==> src/rtl/core/tpc_pkg.sv <==
// ----------------------------------------------------------------------------
// tpc_pkg: shared types and constants of the timer prescaler calculator
// Field widths, the prescaler shift table and the sideband and result structs.
// ----------------------------------------------------------------------------
package tpc_pkg;

  localparam int FRAC_W    = 8;   // fraction bits of the frequency format
  localparam int FREQ_W    = 40;
  localparam int CLK_W     = 30;
  localparam int TB_W      = 6;
  localparam int CODE_W    = 3;
  localparam int CMP_W     = 32;
  localparam int RF_W      = 40;
  localparam int PER_W     = 48;
  localparam int PER_FRAC  = 16;
  localparam int SUM_W     = FREQ_W + 1;
  localparam int PROD_W    = 42;
  localparam int MS_PER_S  = 1000;
  localparam int NUM_PRESC = 7;

  // Restoring divider geometry: dividend and divisor widths.
  localparam int DIV_NW = 60;
  localparam int DIV_DW = 41;

  // The prescalers are all powers of two: 1, 8, 32, 64, 128, 256, 1024.
  localparam logic [3:0] PRESC_SH [NUM_PRESC] = '{4'd0, 4'd3, 4'd5, 4'd6, 4'd7, 4'd8, 4'd10};
  localparam logic [CODE_W-1:0] CODE_LAST = CODE_W'(NUM_PRESC - 1);

  typedef enum logic [1:0] {
    ST_OK   = 2'd0,
    ST_LOW  = 2'd1,
    ST_HIGH = 2'd2
  } status_e;

  typedef enum logic {
    CFG_CLOCK = 1'b0,
    CFG_BITS  = 1'b1
  } cfg_reg_e;

  // Sideband that travels next to a divider.
  typedef struct packed {
    status_e               status;
    logic [CODE_W-1:0]     code;
    logic [CMP_W-1:0]      cmp;
    logic [CLK_W-1:0]      q;
    logic                  fz;
  } side_t;

  typedef struct packed {
    status_e               status;
    logic [CODE_W-1:0]     code;
    logic [CMP_W-1:0]      cmp;
    logic [RF_W-1:0]       rf;
    logic [PER_W-1:0]      per;
  } res_t;

endpackage

==> src/rtl/core/tpc_select.sv <==
// ----------------------------------------------------------------------------
// tpc_select: range check and prescaler choice
// Three register stages: threshold sums, scaling by the timer width, compare.
// ----------------------------------------------------------------------------
module tpc_select (
  input  logic                         clk_i,
  input  logic                         rst_ni,
  input  logic                         en_i,
  input  logic                         vld_i,
  input  logic [tpc_pkg::FREQ_W-1:0]   freq_i,
  input  logic [tpc_pkg::CLK_W-1:0]    clk_hz_i,
  input  logic [tpc_pkg::TB_W-1:0]     tbits_i,
  output logic                         vld_o,
  output logic [tpc_pkg::FREQ_W-1:0]   freq_o,
  output tpc_pkg::side_t               side_o
);
  import tpc_pkg::*;

  // f * (2^tb - 1) < r  is the same as  f < ceil((r + f) / 2^tb).
  logic [SUM_W-1:0]  s_q [NUM_PRESC];
  logic [SUM_W-1:0]  c_d [NUM_PRESC];
  logic [SUM_W-1:0]  c_q [NUM_PRESC];
  logic [FREQ_W-1:0] f1_q, f2_q;
  logic [CLK_W-1:0]  clk1_q, clk2_q;
  logic [TB_W-1:0]   tb1_q;
  logic [2:0]        vld_q;
  logic [NUM_PRESC-1:0] lt;
  side_t             side_d, side_q;
  logic [FREQ_W-1:0] f3_q;

  always_comb begin
    for (int i = 0; i < NUM_PRESC; i++) begin
      c_d[i] = (s_q[i] >> tb1_q)
             + SUM_W'(|(s_q[i] & ~({SUM_W{1'b1}} << tb1_q)));
    end
  end

  always_comb begin
    for (int i = 0; i < NUM_PRESC; i++) begin
      lt[i] = {1'b0, f2_q} < c_q[i];
    end
    side_d        = '0;
    side_d.fz     = (f2_q == '0);
    side_d.code   = CODE_LAST;
    for (int i = NUM_PRESC - 2; i >= 0; i--) begin
      if (!lt[i]) begin
        side_d.code = CODE_W'(i);
      end
    end
    if (lt[NUM_PRESC-1]) begin
      side_d.status = ST_LOW;
    end else if ({1'b0, f2_q} > (SUM_W'(clk2_q) << FRAC_W)) begin
      side_d.status = ST_HIGH;
    end else begin
      side_d.status = ST_OK;
    end
    side_d.q = clk2_q >> PRESC_SH[side_d.code];
  end

  always_ff @(posedge clk_i or negedge rst_ni) begin
    if (!rst_ni) begin
      vld_q <= '0;
    end else if (en_i) begin
      vld_q <= {vld_q[1:0], vld_i};
    end
  end

  always_ff @(posedge clk_i) begin
    if (en_i) begin
      for (int i = 0; i < NUM_PRESC; i++) begin
        s_q[i] <= (SUM_W'(clk_hz_i >> PRESC_SH[i]) << FRAC_W) + SUM_W'(freq_i);
        c_q[i] <= c_d[i];
      end
      f1_q   <= freq_i;
      clk1_q <= clk_hz_i;
      tb1_q  <= tbits_i;
      f2_q   <= f1_q;
      clk2_q <= clk1_q;
      side_q <= side_d;
      f3_q   <= f2_q;
    end
  end

  assign vld_o  = vld_q[2];
  assign side_o = side_q;
  assign freq_o = f3_q;

endmodule

==> config.mk <==
export PLATFORM = sky130hd
export DESIGN_NAME = tpc_select
export DESIGN_NICKNAME = d
export VERILOG_FILES = /design/src/rtl/core/tpc_pkg.sv /design/src/rtl/core/tpc_select.sv
export SDC_FILE = /design/constraint.sdc
export NUM_CORES = 2
export LEC_CHECK = 0
export BUFFER_PORTS_ARGS = -buffer_cell sky130_fd_sc_hd__buf_2
export CAP_MARGIN = 40
export CORE_MARGIN = 8
export CORE_UTILIZATION = 35
export CTS_CLUSTER_DIAMETER = 200
export CTS_CLUSTER_SIZE = 20
export DETAILED_ROUTE_END_ITERATION = 10
export PLACE_DENSITY = 0.62
export SKIP_CTS_REPAIR_TIMING = 1
export SLEW_MARGIN = 20
export SYNTH_ARGS = -nofsm -noshare
export SYNTH_HDL_FRONTEND = slang
export SYNTH_SLANG_ARGS = --single-unit
==> constraint.sdc <==
create_clock -name clk_i -period 5.27 [get_ports clk_i]
set_input_delay 1.054 -clock clk_i [delete_from_list [all_inputs] [get_ports clk_i]]
set_output_delay 1.054 -clock clk_i [all_outputs]
set_load 0.1 [all_outputs]
==> impl_summary.txt <==
----------------------------------------------------
[Outcome]
  Outcome ... finished with violations
  Failing checks ... negative setup slack

[GRT]
  Total routing usage reported by global routing ... 0.2777
  Total congestion overflow after global routing ... 0
  Largest net degree at the start of global routing ... 109
  Number of global-route vias before repair ... 51350
  Wire length of the first global-routing pass ... 396600 um
  Antenna violations before repair ... 9

[Power and ir drop]
  Maximum resistive drop on vdd ... 0.0002470 V
  Tot Pwr ... 20.83 mW
  Cell leakage power ... 27.59 nW
  Areal power density over the cells ... 295.6 nW/um2

[Timing]
  Transition time of the tightest slew-check pin ... 0.9485 ns
  Final hold violation count ... 0
  Setup repair after global routing missed its margin ... no
  Minimum clock period ... 5.293 ns
  Number of endpoints failing setup at the final stage ... 1
  Setup TNS ... -0.02317 ns
  PnR worst setup slack ... -0.02317 ns
  Post-route fraction of the period consumed by the critical path ... 1.004
  Fmax achieved ... 188.9 MHz
  Worst setup skew after layout ... 0.03032 ns
  Max-slew violations ... 0
  Worst relative slew slack ... 0.3676

[Die]
  Top-level I/O count ... 189
  Die Ht ... 443.0 um
  Die Width ... 443.0 um
  Placeable Area ... 180900 um2
  Full die area ... 196200 um2
  Starting utilization of the core area ... 0.3527
  Standard-cell rows ... 156

[Layout]
  Final cell count without fillers ... 8781
  Highest-count cells in the layout ignoring fill and taps ... 740 x edfxtp_1, 488 x ha_1, 483 x nand2_1
  Core utilization of the finished layout ... 0.3894
  Layout net count ... 6973
  Post-synthesis to final-layout area growth ... 10.43%
  Ratio of cells with drive above 1 in the final layout ... 0.1746
  Most common cell after layout, fill and taps aside ... edfxtp_1

[Setup path]
  Minimum setup slack among reg-to-reg paths ... -0.02 ns
  Data required, critical path ... 5.70 ns
  Data arrival time at the worst-slack endpoint ... 5.73 ns
  Register-to-Register Path Depth ... 13
  WS Path Type ... reg2reg
  Reg2Reg Capture Point ... c_q[5][14]
  Worst setup EP type ... flop
  Critical path peak fanout ... 18
  Startpoint types ... flop
  RR Startpoint ... tb1_q[2]

[Synth]
  Share of the synthesized area in the top cell type ... 0.3482
  Post-synthesis cell count ... 6063
  Number of different library cells in the post-synthesis netlist ... 122
  Post-synth ARST share ... 0.004038
  Main synth FF type ... edfxtp_1
  Synth area leader ... edfxtp_1
  Total standard cell area after synthesis ... 63810 um2
  Number of enable-type register cells in the synthesized netlist ... 740
  Count of yosys warnings during synthesis ... 0
  Share of synthesized area occupied by flip-flops and latches ... 0.3494
  Average instance area after synthesis ... 10.52 um2
  Synthesized flop and latch total ... 743
  Ranking of synthesized cells by area ... edfxtp_1 35%, mux4_2 10%, ha_1 9.6%, xnor2_1 3.7%, mux2i_1 3.2%

[Placement]
  Dpl hpwl ... 229200 um
  Cell count after placement ... 8722
  Final Wtd Congestion ... 1.040
  Port bufs ... 156

[Detailed routing]
  First-pass iteration count of the detailed router ... 7
  Drt drc ... 0
  Via total after detailed routing ... 54800
  Drt first-iter violations ... 8036
  Post-detailed-route wirelength per cell ... 32.61 um
  Number of nets still failing antenna checks after routing ... 0
  Post-DR vias/cell ... 6.240
  Total Routed Length ... 286300 um

[Clocking]
  H-tree lvl count ... 2
  TritonCTS Buffers ... 43
  Clk slew on worst S/H paths ... 0.11 ns
  Number of clock sinks ... 743
  CTS Root Cell ... clkbuf_16
  Maximum number of buffers from clock root to sink ... 3
  Clock latency at the later pin of the worst-skew pair ... 0.70 ns
  CTS tree ... done

[Hold path]
  Type of the most critical hold path ... in2async

[Flow run]
  Count of maximum capacitance violations ... 0

----------------------------------------------------
registers in the layout, indices dropped and copies added (netlist names):
| signal | flops |
|---|---|
| clk2_q | 30 |
| c_q | 287 |
| clk1_q | 30 |
| s_q | 231 |
| f2_q | 40 |
| f1_q | 40 |
| tb1_q | 6 |
| vld_q | 3 |
| side_o | 36 |
| freq_o | 40 |
critical path, stage by stage (launching register included):
cell      delay, ns
edfxtp_1       0.79
buf_4          0.38
nor3b_2        0.39
buf_4          0.30
a22o_1         0.49
a22oi_1        0.17
o21ai_0        0.74
buf_4          0.25
nand3_1        0.18
or2_2          0.40
or3_1          0.37
nor2_1         0.25
nand3_1        0.14
xnor2_1        0.14
power breakdown:
part           internal (mW)  switching (mW)  leakage, nW
Clock                   1.51            2.13        0.573
Sequential              7.36            1.00         7.47
Combinational           3.30            5.52         19.6
Total                   12.2            8.66         27.6
through the flow:
step           area (um2)  hold slack (ns)  setup WS (ns)
3_3_place_gp        69130           0.4031         0.3073
5_1_grt             70460           0.1248        0.03258
2_1_floorplan       63960           0.4003        0.01284
3_5_place_dp        69270           0.4045         0.3807
4_1_cts             70450          0.09670         0.3362
6_report            70470           0.1406       -0.02317
kinds of logic (layout without fill, tap and decap cells):
kind of cell / count (synthesis) / in the layout / synth area share
adders and majority gates: 498 / 498 / 0.09835
muxes: 641 / 641 / 0.1677
buffers and inverters: 721 / 1035 / 0.05733
AOI/OAI and AO/OA: 1320 / 1320 / 0.1362
and+or+nand+nor: 1703 / 1703 / 0.1311
DFF: 743 / 743 / 0.3494
xor gates and xnor gates: 436 / 436 / 0.05984
other: 1 / 35 / 0.00005877
layout make-up:
class	instances	area [um2]
Fill cell	17620	110500
Multi-Input combinational cell	4630	38050
Sequential cell	743	22300
Timing Repair Buffer	578	4439
Tap cell	2370	2965
Inverter	402	1526
Clock buffer	51	1106
Clock inverter	4	72.57
Antenna cell	3	7.507
Yosys cell counts (17+ instances only):
master and n:
mux4_1 32, nor4_1 38, mux2_2 115, nor2_1 455
and3_1 41, nor2b_1 57, o21a_1 46, mux2i_1 203
ha_1 488, mux4_2 285, a221oi_1 42, inv_1 400
nand2b_1 57, and2_1 45, or3_1 32, nand2_1 483
xor2_1 163, a222oi_1 22, a2111oi_0 17, clkbuf_1 108
a22o_1 22, buf_1 34, o22ai_1 65, or2_2 23
edfxtp_1 740, a211oi_1 42, a22oi_1 58, nor3_1 103
buf_6 46, nand4_1 98, nand3_1 158, buf_4 60
a31oi_1 44, o31ai_1 23, o21ai_0 245, a21o_1 130
buf_2 46, a21oi_1 358, xnor2_1 273
per-layer routing:
| layer | track usage | wire length (um) |
|---|---|---|
| met1 | 0.3897 | 121400 |
| met2 | 0.4107 | 119300 |
| met3 | 0.06435 | 30580 |
| met4 | 0.1158 | 15110 |
| met5 | 0 | 21 |
worst max-delay path by stage:
stage                 endpoint  slack (ns)  startpoint  depth (start not counted)
global placement     side_o[3]        0.31    f2_q[25]                         14
global route        c_q[5][31]        0.03    tb1_q[2]                         13
detailed placement  s_q[1][38]        0.38   freq_i[9]                         15
finish              c_q[5][14]       -0.02    tb1_q[2]                         13
CTS                 side_o[10]        0.34    f2_q[20]                         15
floorplan           c_q[6][36]        0.01    tb1_q[2]                         27
No activity file was read; power rests on OpenSTA's default activity.
